[config.mk]
export PLATFORM = sky130hd
export DESIGN_NAME = pid_loop_clamped_integrator_flat
export DESIGN_NICKNAME = d
export VERILOG_FILES = /design/src/hdl/plc_pkg.sv /design/src/hdl/plc_in_if.sv /design/src/hdl/plc_out_if.sv /design/src/hdl/pid_loop_clamped_integrator.sv /design/src/hdl/plc_iter_unit.sv /design/src/flat_wrapper.sv
export VERILOG_INCLUDE_DIRS = /design/src /design/src/hdl
export SDC_FILE = /design/constraint.sdc
export NUM_CORES = 2
export LEC_CHECK = 0
export BUFFER_PORTS_ARGS = -buffer_cell sky130_fd_sc_hd__buf_4
export CORE_ASPECT_RATIO = 0.9
export CORE_UTILIZATION = 30
export CTS_CLUSTER_DIAMETER = 30
export DETAILED_ROUTE_END_ITERATION = 16
export PLACE_DENSITY = 0.54
export SYNTH_ARGS = -nofsm -noshare
export SYNTH_HDL_FRONTEND = slang
export SYNTH_SLANG_ARGS = --single-unit
[constraint.sdc]
create_clock -name clk -period 19.6 [get_ports clk]
set_input_delay 2.94 -clock clk [delete_from_list [all_inputs] [get_ports clk]]
set_output_delay 2.94 -clock clk [all_outputs]
set_load 0.1 [all_outputs]
[src/hdl/pid_loop_clamped_integrator_defines.svh]
// Assertion macros shared by the RTL.
`ifndef PID_LOOP_CLAMPED_INTEGRATOR_DEFINES_SVH
`define PID_LOOP_CLAMPED_INTEGRATOR_DEFINES_SVH

// Same-cycle implication.
`define PLC_ASSERT_NOW(label, ck, rs, ante, cons, msg) \
  label: assert property (@(posedge ck) disable iff (rs) (ante) |-> (cons)) \
    else $error(msg);

// Next-cycle implication.
`define PLC_ASSERT_NEXT(label, ck, rs, ante, cons, msg) \
  label: assert property (@(posedge ck) disable iff (rs) (ante) |=> (cons)) \
    else $error(msg);

`endif

[src/hdl/plc_pkg.sv]
`timescale 1ns / 1ps
`default_nettype none

package plc_pkg;

  localparam int DATA_W    = 32;
  localparam int REG_IDX_W = 3;
  localparam int STATUS_W  = 2;

  localparam logic [REG_IDX_W-1:0] REG_PROP_GAIN   = 3'd0;
  localparam logic [REG_IDX_W-1:0] REG_INTEG_GAIN  = 3'd1;
  localparam logic [REG_IDX_W-1:0] REG_DERIV_GAIN  = 3'd2;
  localparam logic [REG_IDX_W-1:0] REG_INTEG_UPPER = 3'd3;
  localparam logic [REG_IDX_W-1:0] REG_INTEG_LOWER = 3'd4;
  localparam logic [REG_IDX_W-1:0] REG_TARGET      = 3'd5;

  localparam logic [STATUS_W-1:0] STATUS_OK       = 2'd0;
  localparam logic [STATUS_W-1:0] STATUS_BAD_STEP = 2'd1;
  localparam logic [STATUS_W-1:0] STATUS_SAT      = 2'd2;

  // shared shift-add / restoring-divide unit
  localparam int MCAND_W  = 49;                 // multiplicand magnitude
  localparam int MPLIER_W = 33;                 // multiplier magnitude
  localparam int PROD_W   = MCAND_W + MPLIER_W;
  localparam int DVD_W    = 64;                 // dividend / quotient
  localparam int REM_W    = DATA_W + 1;
  localparam int WORK_W   = REM_W + DVD_W;
  localparam int ADD_W    = MCAND_W + 1;
  localparam int CNT_W    = 7;

  localparam logic [CNT_W-1:0] MUL_STEPS = 7'(MPLIER_W);
  localparam logic [CNT_W-1:0] DIV_STEPS = 7'(DVD_W);

  typedef struct packed {
    logic start;
    logic div_mode;
  } plc_cmd_t;

endpackage

`default_nettype wire

[src/hdl/plc_in_if.sv]
`timescale 1ns / 1ps
`default_nettype none

interface plc_in_if import plc_pkg::*; ();
  logic                     valid;
  logic                     ready;
  logic signed [DATA_W-1:0] measured;
  logic        [DATA_W-1:0] time_step;

  modport source (output valid, output measured, output time_step, input ready);
  modport sink   (input valid, input measured, input time_step, output ready);
endinterface

`default_nettype wire

[src/hdl/plc_out_if.sv]
`timescale 1ns / 1ps
`default_nettype none

interface plc_out_if import plc_pkg::*; ();
  logic                     valid;
  logic                     ready;
  logic signed [DATA_W-1:0] drive;
  logic [STATUS_W-1:0]      status;

  modport source (output valid, output drive, output status, input ready);
  modport sink   (input valid, input drive, input status, output ready);
endinterface

`default_nettype wire

[src/hdl/pid_loop_clamped_integrator.sv]
// A normal item runs through the shared shift-add / restoring-divide unit: four 33-step
//   multiplies and one 64-step divide. The first item after reset uses only the
//   proportional multiply, and a zero time step after the first item goes straight to a
//   bad-step result. A new input beat is taken only in idle, once the last item is emitted.
// Reset (rst, synchronous): registers to their defaults, integrator and last measurement
//   to zero, controller unstarted, no result pending.
`timescale 1ns / 1ps
`default_nettype none
`include "pid_loop_clamped_integrator_defines.svh"

module pid_loop_clamped_integrator import plc_pkg::*; (
  input  wire logic                 clk,
  input  wire logic                 rst,
  plc_in_if.sink                    sample,
  plc_out_if.source                 response,
  input  wire logic                 cfg_we,
  input  wire logic [REG_IDX_W-1:0] cfg_index,
  input  wire logic [DATA_W-1:0]    cfg_data
);

  localparam logic [3:0] ST_IDLE  = 4'd0;
  localparam logic [3:0] ST_MUL_P = 4'd1;
  localparam logic [3:0] ST_MUL_T = 4'd2;
  localparam logic [3:0] ST_MUL_I = 4'd3;
  localparam logic [3:0] ST_CLAMP = 4'd4;
  localparam logic [3:0] ST_MUL_D = 4'd5;
  localparam logic [3:0] ST_DIV   = 4'd6;
  localparam logic [3:0] ST_SUM   = 4'd7;
  localparam logic [3:0] ST_EMIT  = 4'd8;

  localparam int SP_W  = PROD_W + 1;
  localparam int TOT_W = 54;

  localparam logic signed [SP_W-1:0]  INC_CAP   = 83'sd1099511627776;   // 2^40
  localparam logic signed [SP_W-1:0]  INC_FLOOR = -83'sd1099511627776;
  localparam logic [DVD_W-1:0]        D_CAP     = 64'd1125899906842624;  // 2^50
  localparam logic signed [TOT_W-1:0] DRV_MAX   = 54'sd2147483647;
  localparam logic signed [TOT_W-1:0] DRV_MIN   = -54'sd2147483648;

  function automatic logic [DATA_W-1:0] mag32(input logic [DATA_W-1:0] v);
    return v[DATA_W-1] ? (~v + DATA_W'(1)) : v;
  endfunction

  function automatic logic [DATA_W:0] mag33(input logic [DATA_W:0] v);
    return v[DATA_W] ? (~v + (DATA_W+1)'(1)) : v;
  endfunction

  function automatic logic [MCAND_W-1:0] mag49(input logic [MCAND_W-1:0] v);
    return v[MCAND_W-1] ? (~v + MCAND_W'(1)) : v;
  endfunction

  // {status, drive} with saturation to 32 bits
  function automatic logic [STATUS_W+DATA_W-1:0] sat_drive(
      input logic signed [TOT_W-1:0] v);
    logic [STATUS_W+DATA_W-1:0] r;
    if (v > DRV_MAX) begin
      r = {STATUS_SAT, DRV_MAX[DATA_W-1:0]};
    end else if (v < DRV_MIN) begin
      r = {STATUS_SAT, DRV_MIN[DATA_W-1:0]};
    end else begin
      r = {STATUS_OK, v[DATA_W-1:0]};
    end
    return r;
  endfunction

  // configuration
  logic signed [DATA_W-1:0] prop_gain;
  logic signed [DATA_W-1:0] integ_gain;
  logic signed [DATA_W-1:0] deriv_gain;
  logic signed [DATA_W-1:0] integ_upper;
  logic signed [DATA_W-1:0] integ_lower;
  logic signed [DATA_W-1:0] target;

  // controller state
  logic                     started;
  logic signed [DATA_W-1:0] integrator;
  logic signed [DATA_W-1:0] previous_measured;

  // sequencer and item working registers
  logic [3:0]                  state;
  logic                        launched;
  logic signed [DATA_W-1:0]    meas_r;
  logic [DATA_W-1:0]           ts_r;
  logic signed [DATA_W:0]      err_r;
  logic signed [DATA_W:0]      delta_r;
  logic signed [MCAND_W-1:0]   p_r;
  logic signed [MCAND_W-1:0]   t_r;
  logic signed [41:0]          inc_r;
  logic [DVD_W-1:0]            dm_r;
  logic signed [51:0]          d_r;
  logic [DATA_W-1:0]           res_drive;
  logic [STATUS_W-1:0]         res_status;

  // output register
  logic                        out_valid;
  logic [DATA_W-1:0]           out_drive;
  logic [STATUS_W-1:0]         out_status;

  // shared unit
  plc_cmd_t                    unit_cmd;
  logic [MCAND_W-1:0]          unit_opa;
  logic [DVD_W-1:0]            unit_opb;
  logic                        unit_done;
  logic [PROD_W-1:0]           unit_prod;
  logic [DVD_W-1:0]            unit_quot;

  // datapath around the unit
  logic                        prod_neg;
  logic signed [SP_W-1:0]      prod_ext;
  logic signed [SP_W-1:0]      sprod;
  logic signed [SP_W-1:0]      sh;
  logic signed [41:0]          inc_sat;
  logic signed [42:0]          acc;
  logic signed [42:0]          upper_ext;
  logic signed [42:0]          lower_ext;
  logic signed [DATA_W-1:0]    clamp_val;
  logic [50:0]                 dmag;
  logic signed [51:0]          d_next;
  logic signed [TOT_W-1:0]     total;
  logic [STATUS_W+DATA_W-1:0]  sat_p;
  logic [STATUS_W+DATA_W-1:0]  sat_total;

  plc_iter_unit u_iter (
    .clk  (clk),
    .rst  (rst),
    .cmd  (unit_cmd),
    .opa  (unit_opa),
    .opb  (unit_opb),
    .done (unit_done),
    .prod (unit_prod),
    .quot (unit_quot)
  );

  always_comb begin
    unit_cmd.start    = 1'b0;
    unit_cmd.div_mode = (state == ST_DIV);
    unit_opa          = '0;
    unit_opb          = '0;
    case (state)
      ST_MUL_P: begin
        unit_opa = MCAND_W'(mag32(prop_gain));
        unit_opb = DVD_W'(mag33(err_r));
      end
      ST_MUL_T: begin
        unit_opa = MCAND_W'(mag32(integ_gain));
        unit_opb = DVD_W'(mag33(err_r));
      end
      ST_MUL_I: begin
        unit_opa = mag49(t_r);
        unit_opb = DVD_W'(ts_r);
      end
      ST_MUL_D: begin
        unit_opa = MCAND_W'(mag32(deriv_gain));
        unit_opb = DVD_W'(mag33(delta_r));
      end
      ST_DIV: begin
        unit_opa = MCAND_W'(ts_r);
        unit_opb = dm_r;
      end
      default: begin
        unit_opa = '0;
        unit_opb = '0;
      end
    endcase
    if ((state == ST_MUL_P || state == ST_MUL_T || state == ST_MUL_I ||
         state == ST_MUL_D || state == ST_DIV) && !launched) begin
      unit_cmd.start = 1'b1;
    end
  end

  always_comb begin
    case (state)
      ST_MUL_P: prod_neg = prop_gain[DATA_W-1] ^ err_r[DATA_W];
      ST_MUL_T: prod_neg = integ_gain[DATA_W-1] ^ err_r[DATA_W];
      ST_MUL_I: prod_neg = t_r[MCAND_W-1];
      default:  prod_neg = 1'b0;
    endcase
    prod_ext = {1'b0, unit_prod};
    sprod    = prod_neg ? -prod_ext : prod_ext;
    sh       = sprod >>> 16;    // floor divide by 2^16

    if (sh > INC_CAP) begin
      inc_sat = INC_CAP[41:0];
    end else if (sh < INC_FLOOR) begin
      inc_sat = INC_FLOOR[41:0];
    end else begin
      inc_sat = sh[41:0];
    end

    acc       = {{11{integrator[DATA_W-1]}}, integrator} + {inc_r[41], inc_r};
    upper_ext = {{11{integ_upper[DATA_W-1]}}, integ_upper};
    lower_ext = {{11{integ_lower[DATA_W-1]}}, integ_lower};
    // when the bounds cross: upper bound if the sum is above it, else lower bound
    if (acc > upper_ext) begin
      clamp_val = integ_upper;
    end else if (acc < lower_ext) begin
      clamp_val = integ_lower;
    end else begin
      clamp_val = acc[DATA_W-1:0];
    end

    dmag   = (unit_quot > D_CAP) ? D_CAP[50:0] : unit_quot[50:0];
    d_next = (deriv_gain[DATA_W-1] ^ delta_r[DATA_W]) ? -{1'b0, dmag} : {1'b0, dmag};

    total = {{5{p_r[MCAND_W-1]}}, p_r}
          + {{22{integrator[DATA_W-1]}}, integrator}
          - {{2{d_r[51]}}, d_r};

    sat_p     = sat_drive({{5{sh[MCAND_W-1]}}, sh[MCAND_W-1:0]});
    sat_total = sat_drive(total);
  end

  always_ff @(posedge clk) begin
    if (rst) begin
      prop_gain   <= '0;
      integ_gain  <= '0;
      deriv_gain  <= '0;
      integ_upper <= 32'sh7FFF_FFFF;
      integ_lower <= 32'sh8000_0000;
      target      <= '0;
    end else if (cfg_we) begin
      case (cfg_index)
        REG_PROP_GAIN:   prop_gain   <= $signed(cfg_data);
        REG_INTEG_GAIN:  integ_gain  <= $signed(cfg_data);
        REG_DERIV_GAIN:  deriv_gain  <= $signed(cfg_data);
        REG_INTEG_UPPER: integ_upper <= $signed(cfg_data);
        REG_INTEG_LOWER: integ_lower <= $signed(cfg_data);
        REG_TARGET:      target      <= $signed(cfg_data);
        default: ;
      endcase
    end
  end

  always_ff @(posedge clk) begin
    if (rst) begin
      state             <= ST_IDLE;
      launched          <= 1'b0;
      started           <= 1'b0;
      integrator        <= '0;
      previous_measured <= '0;
      out_valid         <= 1'b0;
    end else begin
      if (response.ready) out_valid <= 1'b0;
      if (unit_cmd.start) launched <= 1'b1;
      if (unit_done) launched <= 1'b0;
      case (state)
        ST_IDLE: begin
          if (sample.valid) begin
            meas_r  <= sample.measured;
            ts_r    <= sample.time_step;
            err_r   <= {target[DATA_W-1], target}
                     - {sample.measured[DATA_W-1], sample.measured};
            delta_r <= {sample.measured[DATA_W-1], sample.measured}
                     - {previous_measured[DATA_W-1], previous_measured};
            if (started && sample.time_step == '0) begin
              res_drive  <= '0;
              res_status <= STATUS_BAD_STEP;
              state      <= ST_EMIT;
            end else begin
              state <= ST_MUL_P;
            end
          end
        end
        ST_MUL_P: begin
          if (unit_done) begin
            p_r <= sh[MCAND_W-1:0];
            if (!started) begin
              // first beat: proportional term only
              started                 <= 1'b1;
              previous_measured       <= meas_r;
              {res_status, res_drive} <= sat_p;
              state                   <= ST_EMIT;
            end else begin
              state <= ST_MUL_T;
            end
          end
        end
        ST_MUL_T: begin
          if (unit_done) begin
            t_r   <= sh[MCAND_W-1:0];
            state <= ST_MUL_I;
          end
        end
        ST_MUL_I: begin
          if (unit_done) begin
            inc_r <= inc_sat;
            state <= ST_CLAMP;
          end
        end
        ST_CLAMP: begin
          integrator <= clamp_val;
          state      <= ST_MUL_D;
        end
        ST_MUL_D: begin
          if (unit_done) begin
            dm_r  <= unit_prod[DVD_W-1:0];
            state <= ST_DIV;
          end
        end
        ST_DIV: begin
          if (unit_done) begin
            d_r   <= d_next;
            state <= ST_SUM;
          end
        end
        ST_SUM: begin
          {res_status, res_drive} <= sat_total;
          previous_measured       <= meas_r;
          state                   <= ST_EMIT;
        end
        ST_EMIT: begin
          if (!out_valid || response.ready) begin
            out_valid  <= 1'b1;
            out_drive  <= res_drive;
            out_status <= res_status;
            state      <= ST_IDLE;
          end
        end
        default: state <= ST_IDLE;
      endcase
    end
  end

  assign sample.ready    = (state == ST_IDLE);
  assign response.valid  = out_valid;
  assign response.drive  = out_drive;
  assign response.status = out_status;

  `PLC_ASSERT_NEXT(a_integ_clamped, clk, rst, state == ST_CLAMP && integ_lower <= integ_upper,
                   integrator <= $past(integ_upper) && integrator >= $past(integ_lower),
                   "integrator outside clamp")
  `PLC_ASSERT_NOW(a_bad_step_zero, clk, rst, out_valid && out_status == STATUS_BAD_STEP,
                  out_drive == '0, "nonzero drive on bad time step")
  `PLC_ASSERT_NOW(a_load_from_emit, clk, rst, $rose(out_valid), $past(state) == ST_EMIT,
                  "result loaded outside emit")
  `PLC_ASSERT_NOW(a_done_when_launched, clk, rst, unit_done, launched,
                  "unit done with no operation launched")

endmodule

`default_nettype wire

[src/hdl/plc_iter_unit.sv]
`timescale 1ns / 1ps
`default_nettype none
`include "pid_loop_clamped_integrator_defines.svh"

module plc_iter_unit import plc_pkg::*; (
  input  wire logic               clk,
  input  wire logic               rst,
  input  wire plc_cmd_t           cmd,
  input  wire logic [MCAND_W-1:0] opa,   // multiplicand, or divisor in low bits
  input  wire logic [DVD_W-1:0]   opb,   // multiplier in low bits, or dividend
  output logic                    done,
  output logic [PROD_W-1:0]       prod,
  output logic [DVD_W-1:0]        quot
);

  logic               busy;
  logic               div_mode;
  logic [CNT_W-1:0]   cnt;
  logic [WORK_W-1:0]  work;
  logic [MCAND_W-1:0] opa_r;

  logic [ADD_W-1:0]   add_a;
  logic [ADD_W-1:0]   add_b;
  logic [ADD_W-1:0]   sum;
  logic               borrow;
  logic [REM_W-1:0]   rem_new;
  logic [WORK_W-1:0]  work_next;

  // one adder: accumulate for multiply, trial subtract for divide
  always_comb begin
    if (div_mode) begin
      add_a = {(ADD_W-REM_W)'(0), work[WORK_W-2 -: REM_W]};
      add_b = ADD_W'(opa_r[DATA_W-1:0]);
      sum   = add_a - add_b;
    end else begin
      add_a = {1'b0, work[PROD_W-1:MPLIER_W]};
      add_b = work[0] ? {1'b0, opa_r} : '0;
      sum   = add_a + add_b;
    end
    borrow = sum[ADD_W-1];
    if (div_mode) begin
      rem_new   = borrow ? work[WORK_W-2 -: REM_W] : sum[REM_W-1:0];
      work_next = {rem_new, work[DVD_W-2:0], ~borrow};
    end else begin
      rem_new   = '0;
      work_next = {(WORK_W-PROD_W)'(0), sum, work[MPLIER_W-1:1]};
    end
  end

  always_ff @(posedge clk) begin
    if (rst) begin
      busy     <= 1'b0;
      done     <= 1'b0;
      div_mode <= 1'b0;
      cnt      <= '0;
    end else begin
      done <= 1'b0;
      if (cmd.start) begin
        busy     <= 1'b1;
        div_mode <= cmd.div_mode;
        cnt      <= cmd.div_mode ? DIV_STEPS : MUL_STEPS;
        opa_r    <= opa;
        work     <= cmd.div_mode ? {REM_W'(0), opb}
                                 : {(WORK_W-MPLIER_W)'(0), opb[MPLIER_W-1:0]};
      end else if (busy) begin
        work <= work_next;
        cnt  <= cnt - CNT_W'(1);
        if (cnt == CNT_W'(1)) begin
          busy <= 1'b0;
          done <= 1'b1;
        end
      end
    end
  end

  assign prod = work[PROD_W-1:0];
  assign quot = work[DVD_W-1:0];

  `PLC_ASSERT_NOW(a_no_restart, clk, rst, cmd.start, !busy, "start while busy")
  `PLC_ASSERT_NOW(a_done_after_busy, clk, rst, done, $past(busy), "done without work")
  `PLC_ASSERT_NOW(a_mul_count, clk, rst, busy && !div_mode, cnt <= MUL_STEPS,
                  "multiply count overrun")
  `PLC_ASSERT_NEXT(a_busy_after_start, clk, rst, cmd.start, busy && !done,
                   "start not taken")

endmodule

`default_nettype wire
[src/flat_wrapper.sv]
// flat-port wrapper written by rule: the top's interface ports become plain ports
module pid_loop_clamped_integrator_flat import plc_pkg::*;
  (clk, rst, cfg_we, cfg_index, cfg_data, sample_valid, sample_measured, sample_time_step, sample_ready, response_valid, response_drive, response_status, response_ready);
  plc_in_if sample_i ();
  plc_out_if response_i ();
  input  wire logic clk;
  input  wire logic rst;
  input  wire logic cfg_we;
  input  wire logic [REG_IDX_W-1:0] cfg_index;
  input  wire logic [DATA_W-1:0] cfg_data;
  input wire logic [$bits(sample_i.valid)-1:0] sample_valid;
  input wire logic [$bits(sample_i.measured)-1:0] sample_measured;
  input wire logic [$bits(sample_i.time_step)-1:0] sample_time_step;
  output wire logic [$bits(sample_i.ready)-1:0] sample_ready;
  output wire logic [$bits(response_i.valid)-1:0] response_valid;
  output wire logic [$bits(response_i.drive)-1:0] response_drive;
  output wire logic [$bits(response_i.status)-1:0] response_status;
  input wire logic [$bits(response_i.ready)-1:0] response_ready;
  assign sample_i.valid = sample_valid;
  assign sample_i.measured = sample_measured;
  assign sample_i.time_step = sample_time_step;
  assign sample_ready = sample_i.ready;
  assign response_valid = response_i.valid;
  assign response_drive = response_i.drive;
  assign response_status = response_i.status;
  assign response_i.ready = response_ready;
  pid_loop_clamped_integrator u_core (.clk(clk), .rst(rst), .sample(sample_i), .response(response_i), .cfg_we(cfg_we), .cfg_index(cfg_index), .cfg_data(cfg_data));
endmodule
**Word level (Yosys, flattened, before mapping)**

Index checks and enable logic that the tools add are counted.

- Register bits after elaboration: 872
- Input port bits: 104
- Output and inout port bits: 36
- Word-level logic and storage cells: 191

- Add/subtract/negate cells: 16
- Order comparisons: 9
- Eq/ne operators: 23
- Mux-type cells: 60
- Bitwise logic cells: 12
- Reductions and logical operators: 38

Operators by type and width:

| operator | count |
|---|---|
| two-way mux 32 bit | 12 |
| two-way mux 96 bit | 3 |
| one-hot mux 64 bit (4 select lines) | 1 |
| one-hot mux 49 bit (5 select lines) | 1 |
| two-way mux 34 bit | 4 |
| two-way mux 51 bit | 2 |
| two-way mux 49 bit | 2 |
| adder 32 x 1 -> 32 bit, second input constant | 3 |
| NOT 32 bit | 3 |
| one-hot mux 32 bit (3 select lines) | 1 |
| two-way mux 83 bit | 1 |
| negation 82 -> 83 bit | 1 |
| > comparator 67 x 42 -> 1 bit, second input constant | 1 |
| < comparator 67 x 41 -> 1 bit, second input constant | 1 |
| adder 33 x 1 -> 33 bit, second input constant | 2 |
| two-way mux 33 bit | 2 |
| NOT 33 bit | 2 |
| subtractor 32 x 32 -> 33 bit | 2 |
| > comparator 64 x 51 -> 1 bit, second input constant | 1 |
| two-way mux 64 bit | 1 |
| one-hot mux 32 bit (2 select lines) | 1 |
| > comparator 54 x 32 -> 1 bit, second input constant | 1 |
| < comparator 54 x 32 -> 1 bit, second input constant | 1 |
| subtractor 54 bit | 1 |
| 47 further kinds | 108 |

**Depth between registers and ports, before layout**

- Depth after elaboration: 9
- Gate-level depth with buffers: 32
- Mapped depth without buffers: 30

**By module**

From an unflattened synthesis, not the netlist that was laid out.

- Cell total of the unflattened synthesis: 6469
- Area, all modules: 58225.8 sq um

By module, submodules not included:

| module | times used | cells each | area each (sq um) | seq. area each (sq um) |
|---|---|---|---|---|
| pid_loop_clamped_integrator | 1 | 5076 | 45656.3 | 18898.1 |
| plc_iter_unit | 1 | 1393 | 12569.6 | 4554.4 |

**Worst setup path after synthesis**

Ideal clock, no wire load.

- Kind: input -> register
- Start: input port rst
- End: register u_core.delta_r[0], enable pin
- Setup time: 0.778 ns
- Arrival: 12.158 ns
- Data required time: 18.822 ns
- Setup slack: 6.663 ns
- Stages on the path: 3
- Path buffers: 2
- Path through: clkbuf_1 buf_1 nor3_1

- Cells in the longest elaborated chain, start to end: 2

RTL lines:

| what | RTL line | text |
|---|---|---|
| start: declaration | flat_wrapper.sv:7 | `input wire logic rst;` |
| NOT 1 bit (no line) | - |  |
| AND reduction 3 bit (no line) | - |  |
| end signal: assignment | pid_loop_clamped_integrator.sv:253 | `delta_r <= {sample.measured[DATA_W-1], sample.measured}` |
| end: declaration | pid_loop_clamped_integrator.sv:85 | `logic signed [DATA_W:0] delta_r;` |

Every way passes these cells.
A chain may end at the register's enable or synchronous reset.

**Worst setup path in the final report**

- Start: register u_core.integrator[0]
- End: register u_core.res_drive[0] (data pin)

- Cells in the longest elaborated chain, start to end: 6
- Elaborated cells on any way between the ends: 7
- Classes of those cells: add/sub (2); order compare (2); mux (3)

RTL lines:

| what | RTL line | text |
|---|---|---|
| start: declaration | pid_loop_clamped_integrator.sv:76 | `logic signed [DATA_W-1:0] integrator;` |
| start signal: assignment | pid_loop_clamped_integrator.sv:291 | `integrator <= clamp_val;` |
| adder 49 x 32 -> 50 bit (*) | pid_loop_clamped_integrator.sv:206 | `+ {{22{integrator[DATA_W-1]}}, integrator}` |
| subtractor 54 bit (*) | pid_loop_clamped_integrator.sv:207 | `- {{2{d_r[51]}}, d_r};` |
| < comparator 54 x 32 -> 1 bit | pid_loop_clamped_integrator.sv:58 | `end else if (v < DRV_MIN) begin` |
| two-way mux 34 bit | pid_loop_clamped_integrator.sv:58 |  |
| two-way mux 34 bit (*) | pid_loop_clamped_integrator.sv:56 | `if (v > DRV_MAX) begin` |
| one-hot mux 32 bit (3 select lines) (*) | pid_loop_clamped_integrator.sv:246 | `case (state)` |
| end signal: assignment | pid_loop_clamped_integrator.sv:271 | `{res_status, res_drive} <= sat_p;` |
| end signal: assignment | pid_loop_clamped_integrator.sv:307 | `{res_status, res_drive} <= sat_total;` |
| end: declaration | pid_loop_clamped_integrator.sv:91 | `logic [DATA_W-1:0] res_drive;` |

Every way passes the cells marked *; elsewhere a longest branch is shown, timed or not.

==> impl_metrics.py <==
metrics = {
    "run_status": {
        "run_status": "finished clean",
    },
    "routing": {
        "highest_layer": "met5",
        "drt-met1-wl_um": 95220,
        "wl_met3_um": 16320,
        "drc": 0,
        "wl_per_cell_um": 22.97,
        "first_pass_iters": 8,
        "viasPerCell": 5.430,
        "wl_met2_um": 89700,
        "drtIter0Drc": 5455,
        "vias": 49710,
        "wirelength_um": 210300,
        "ant_nets": 0,
    },
    "place": {
        "io_buffers": 139,
        "place_congestion": 0.9346,
        "hpwl_um": 158800,
    },
    "final_layout": {
        "area_delta_synth_final_pct": 20.50,
        "drive_gt1_share_pct": 11.45,
        "final_core_util_pct": 36.42,
        "layout_common_cells": "785 x nand2_1, 615 x a21oi_1, 599 x edfxtp_1",
        "nets": 6934,
        "mostFrequentLayoutCell": "nand2_1",
    },
    "setup_path": {
        "crit_cells": 30,
        "r2r-start": "u_core.integrator[0]",
        "reg2reg_to": "u_core.res_drive[0]",
        "max_stage_delay_ns": 0.72,
        "endpoint_kind": "register",
        "critPathBufInv": 2,
        "cp-start-kind": "register",
        "required_ns": 20.26,
        "arrival_ns": 8.44,
        "r2r_cells": 30,
        "rrSetupSlack_ns": 11.83,
        "cp_max_fo": 31,
        "slowest_stage": "a2111oi_0",
        "critPathKind": "reg -> reg",
        "crit_family": "compound AO/OA/AOI/OAI gates",
        "crit_start": "u_core.integrator[0]",
    },
    "clock_network": {
        "postCtsHoldBufs": 0,
        "htreeDepth": 4,
        "path_clk_slew_ns": 0.05,
        "cts_setup_buffers": 0,
        "cts.path.max_buffers": 3,
        "clk_latency_ns": 0.86,
        "ctsResizeCount": 0,
        "root_buffer": "clkbuf_16",
        "cts_buffers": 211,
        "cts_tree": "yes",
        "cts_num_sinks": 872,
    },
    "global_routing": {
        "grt_overflow": 0,
        "first_global_vias": 46190,
        "grt_pass1_wl_um": 309000,
        "gr-usage-all-layers_pct": 21.46,
        "antenna_found_initial": 8,
        "grt_start_max_net_pins": 131,
    },
    "timing": {
        "drv_slew": 0,
        "fmax_ghz": 0.1286,
        "rsz0062_at_grt": "no",
        "max_slew_margin_pct": 16.36,
        "skew_ns": 0.09828,
        "worst_pin_slew_ns": 1.252,
        "period_minus_slack_ns": 7.775,
        "post-route-period-util_pct": 39.67,
        "final_hold_viol_count": 0,
        "setup_viol": 0,
        "tns_ns": 0,
    },
    "logic_synthesis": {
        "ys_types": 103,
        "ys_ff_latch": 872,
        "synth_area_um2": 56930,
        "synth_ff_type": "edfxtp_1",
        "async_reset_ff_share_pct": 0,
        "avgSynthCellArea_um2": 9.053,
        "synth_nets": 6781,
        "synth_edf_count": 599,
        "syn_inst": 6288,
        "synth_warnings": 0,
        "ys_seq_area_share_pct": 41.20,
    },
    "floorplan": {
        "die_height_um": 415.3,
        "die_x_um": 461.2,
        "die-area_um2": 191500,
        "num_io_pins": 140,
        "initial_core_util_pct": 30.22,
        "rows": 151,
        "core_area_um2": 188400,
    },
    "worst_hold_path": {
        "hp-class": "reg -> reg",
        "min_path_cells": 0,
        "hold_path_end": "u_core.response.drive[27]",
        "hp-start": "u_core.res_drive[27]",
    },
    "power": {
        "ir_worst_vdd_mv": 0.1028,
        "p_leak_uw": 0.02642,
        "p_per_area_nw_per_um2": 113.2,
    },
    "run": {
        "maxCapViolCount": 0,
    },
}
[power by group]
part	total (uW)	switching, uW	leakage, uW	internal [uW]
combinational	1640	1090	0.0148	544
sequential	2440	219	0.00793	2220
clock	3690	1210	0.00367	2480
[sequential cells by signal, indices dropped and copies added, names as in the netlist, 33 cells and up]
name and count:
u_core.u_iter.work 96, u_core.dm_r 64, u_core.d_r 52, u_core.p_r 49, u_core.t_r 49, u_core.u_iter.opa_r 49, u_core.inc_r 42, u_core.delta_r 33
u_core.err_r 33
[layout make-up]
class | count | area [um^2]
antenna | 2 | 5.005
clock buffer | 243 | 5542
clock inverter | 158 | 2120
fill | 18980 | 119800
inverter | 365 | 1370
multi-input combinational | 4756 | 31160
sequential | 872 | 23460
tap | 2524 | 3158
timing repair buffer | 235 | 1783
[synthesized netlist by cell type, types with 11 or more instances]
| cell | number | area, um^2 |
|---|---|---|
| inv_1 | 365 | 1370 |
| o21ai_0 | 369 | 1847 |
| and2_1 | 62 | 387.9 |
| and3_1 | 31 | 193.9 |
| nor2_2 | 41 | 256.5 |
| clkbuf_1 | 259 | 972.2 |
| a41oi_1 | 12 | 105.1 |
| o21ai_1 | 37 | 185.2 |
| a221oi_1 | 20 | 175.2 |
| nor4_1 | 55 | 344.1 |
| nand2_1 | 785 | 2947 |
| a21o_1 | 171 | 1284 |
| a31oi_1 | 60 | 375.4 |
| ha_1 | 382 | 4780 |
| or2_2 | 27 | 168.9 |
| dfxtp_1 | 273 | 5465 |
| o21a_1 | 35 | 262.8 |
| nor2b_1 | 74 | 462.9 |
| nand4_1 | 47 | 294.0 |
| nor2_1 | 396 | 1486 |
| xnor2_1 | 308 | 2698 |
| a211oi_1 | 39 | 292.8 |
| o41ai_1 | 34 | 297.8 |
| o211ai_1 | 75 | 563.0 |
| a22oi_1 | 12 | 90.09 |
| xor2_1 | 223 | 1953 |
| nand3_1 | 97 | 485.5 |
| a21boi_0 | 18 | 135.1 |
| edfxtp_1 | 599 | 17990 |
| o22ai_1 | 46 | 287.8 |
| mux2i_1 | 69 | 690.7 |
| nor3_1 | 110 | 550.5 |
| o31ai_1 | 78 | 585.6 |
| a222oi_1 | 36 | 360.4 |
| o21bai_1 | 35 | 262.8 |
| nand3b_1 | 11 | 82.58 |
| a211o_1 | 19 | 166.4 |
| or4_1 | 43 | 322.8 |
| a21oi_1 | 615 | 3078 |
| and4_1 | 11 | 96.34 |
| o221ai_1 | 13 | 113.9 |
| nand2b_1 | 61 | 381.6 |
| buf_1 | 24 | 90.09 |
| or3_1 | 52 | 325.3 |
[worst max-delay path by stage]
stage | endpoint
after CTS | u_core.res_drive[27]
after floorplan | u_core.delta_r[0]
after detailed placement | u_core.res_drive[0]
final | u_core.res_drive[0]
after global routing | u_core.res_drive[26]
after global placement | u_core.res_drive[0]
[per-stage QoR]
| stage | power (uW) | cell area (um^2) | cells | setup slack (ns) | hold slack (ns) |
|---|---|---|---|---|---|
| floorplan | 3415 | 56930 | 6288 | 6.663 | 0.4003 |
| global placement | 4050 | 60930 | 8752 | 11.98 | 0.4066 |
| detailed placement | 4068 | 60930 | 8752 | 11.97 | 0.4045 |
| CTS | 7779 | 68590 | 9153 | 11.87 | 0.4009 |
| global route | 8038 | 68590 | 9154 | 11.25 | 0.4163 |
| finish | 7764 | 68600 | 9155 | 11.83 | 0.3963 |
[cells by family (layout without fill, tap and decap cells)]
group | Yosys count | after routing | synth area share (%)
simple gates | 1954 | 1954 | 16.43
compound gates | 1808 | 1808 | 19.79
flops | 872 | 872 | 41.20
buf+inv | 660 | 1001 | 4.449
xor+xnor | 532 | 532 | 8.198
fa+ha+maj | 389 | 389 | 8.642
mux | 73 | 73 | 1.292
other cells | 0 | 2 | 0
[metal layers]
metal  vias to the layer above  global-route usage [%]
met5                         -                       0
met4                         6                   8.921
met3                       378                   3.739
met2                      2033                   31.79
met1                     24090                   30.50
li1                      23200                       -
(Power assumes the default switching activity.)
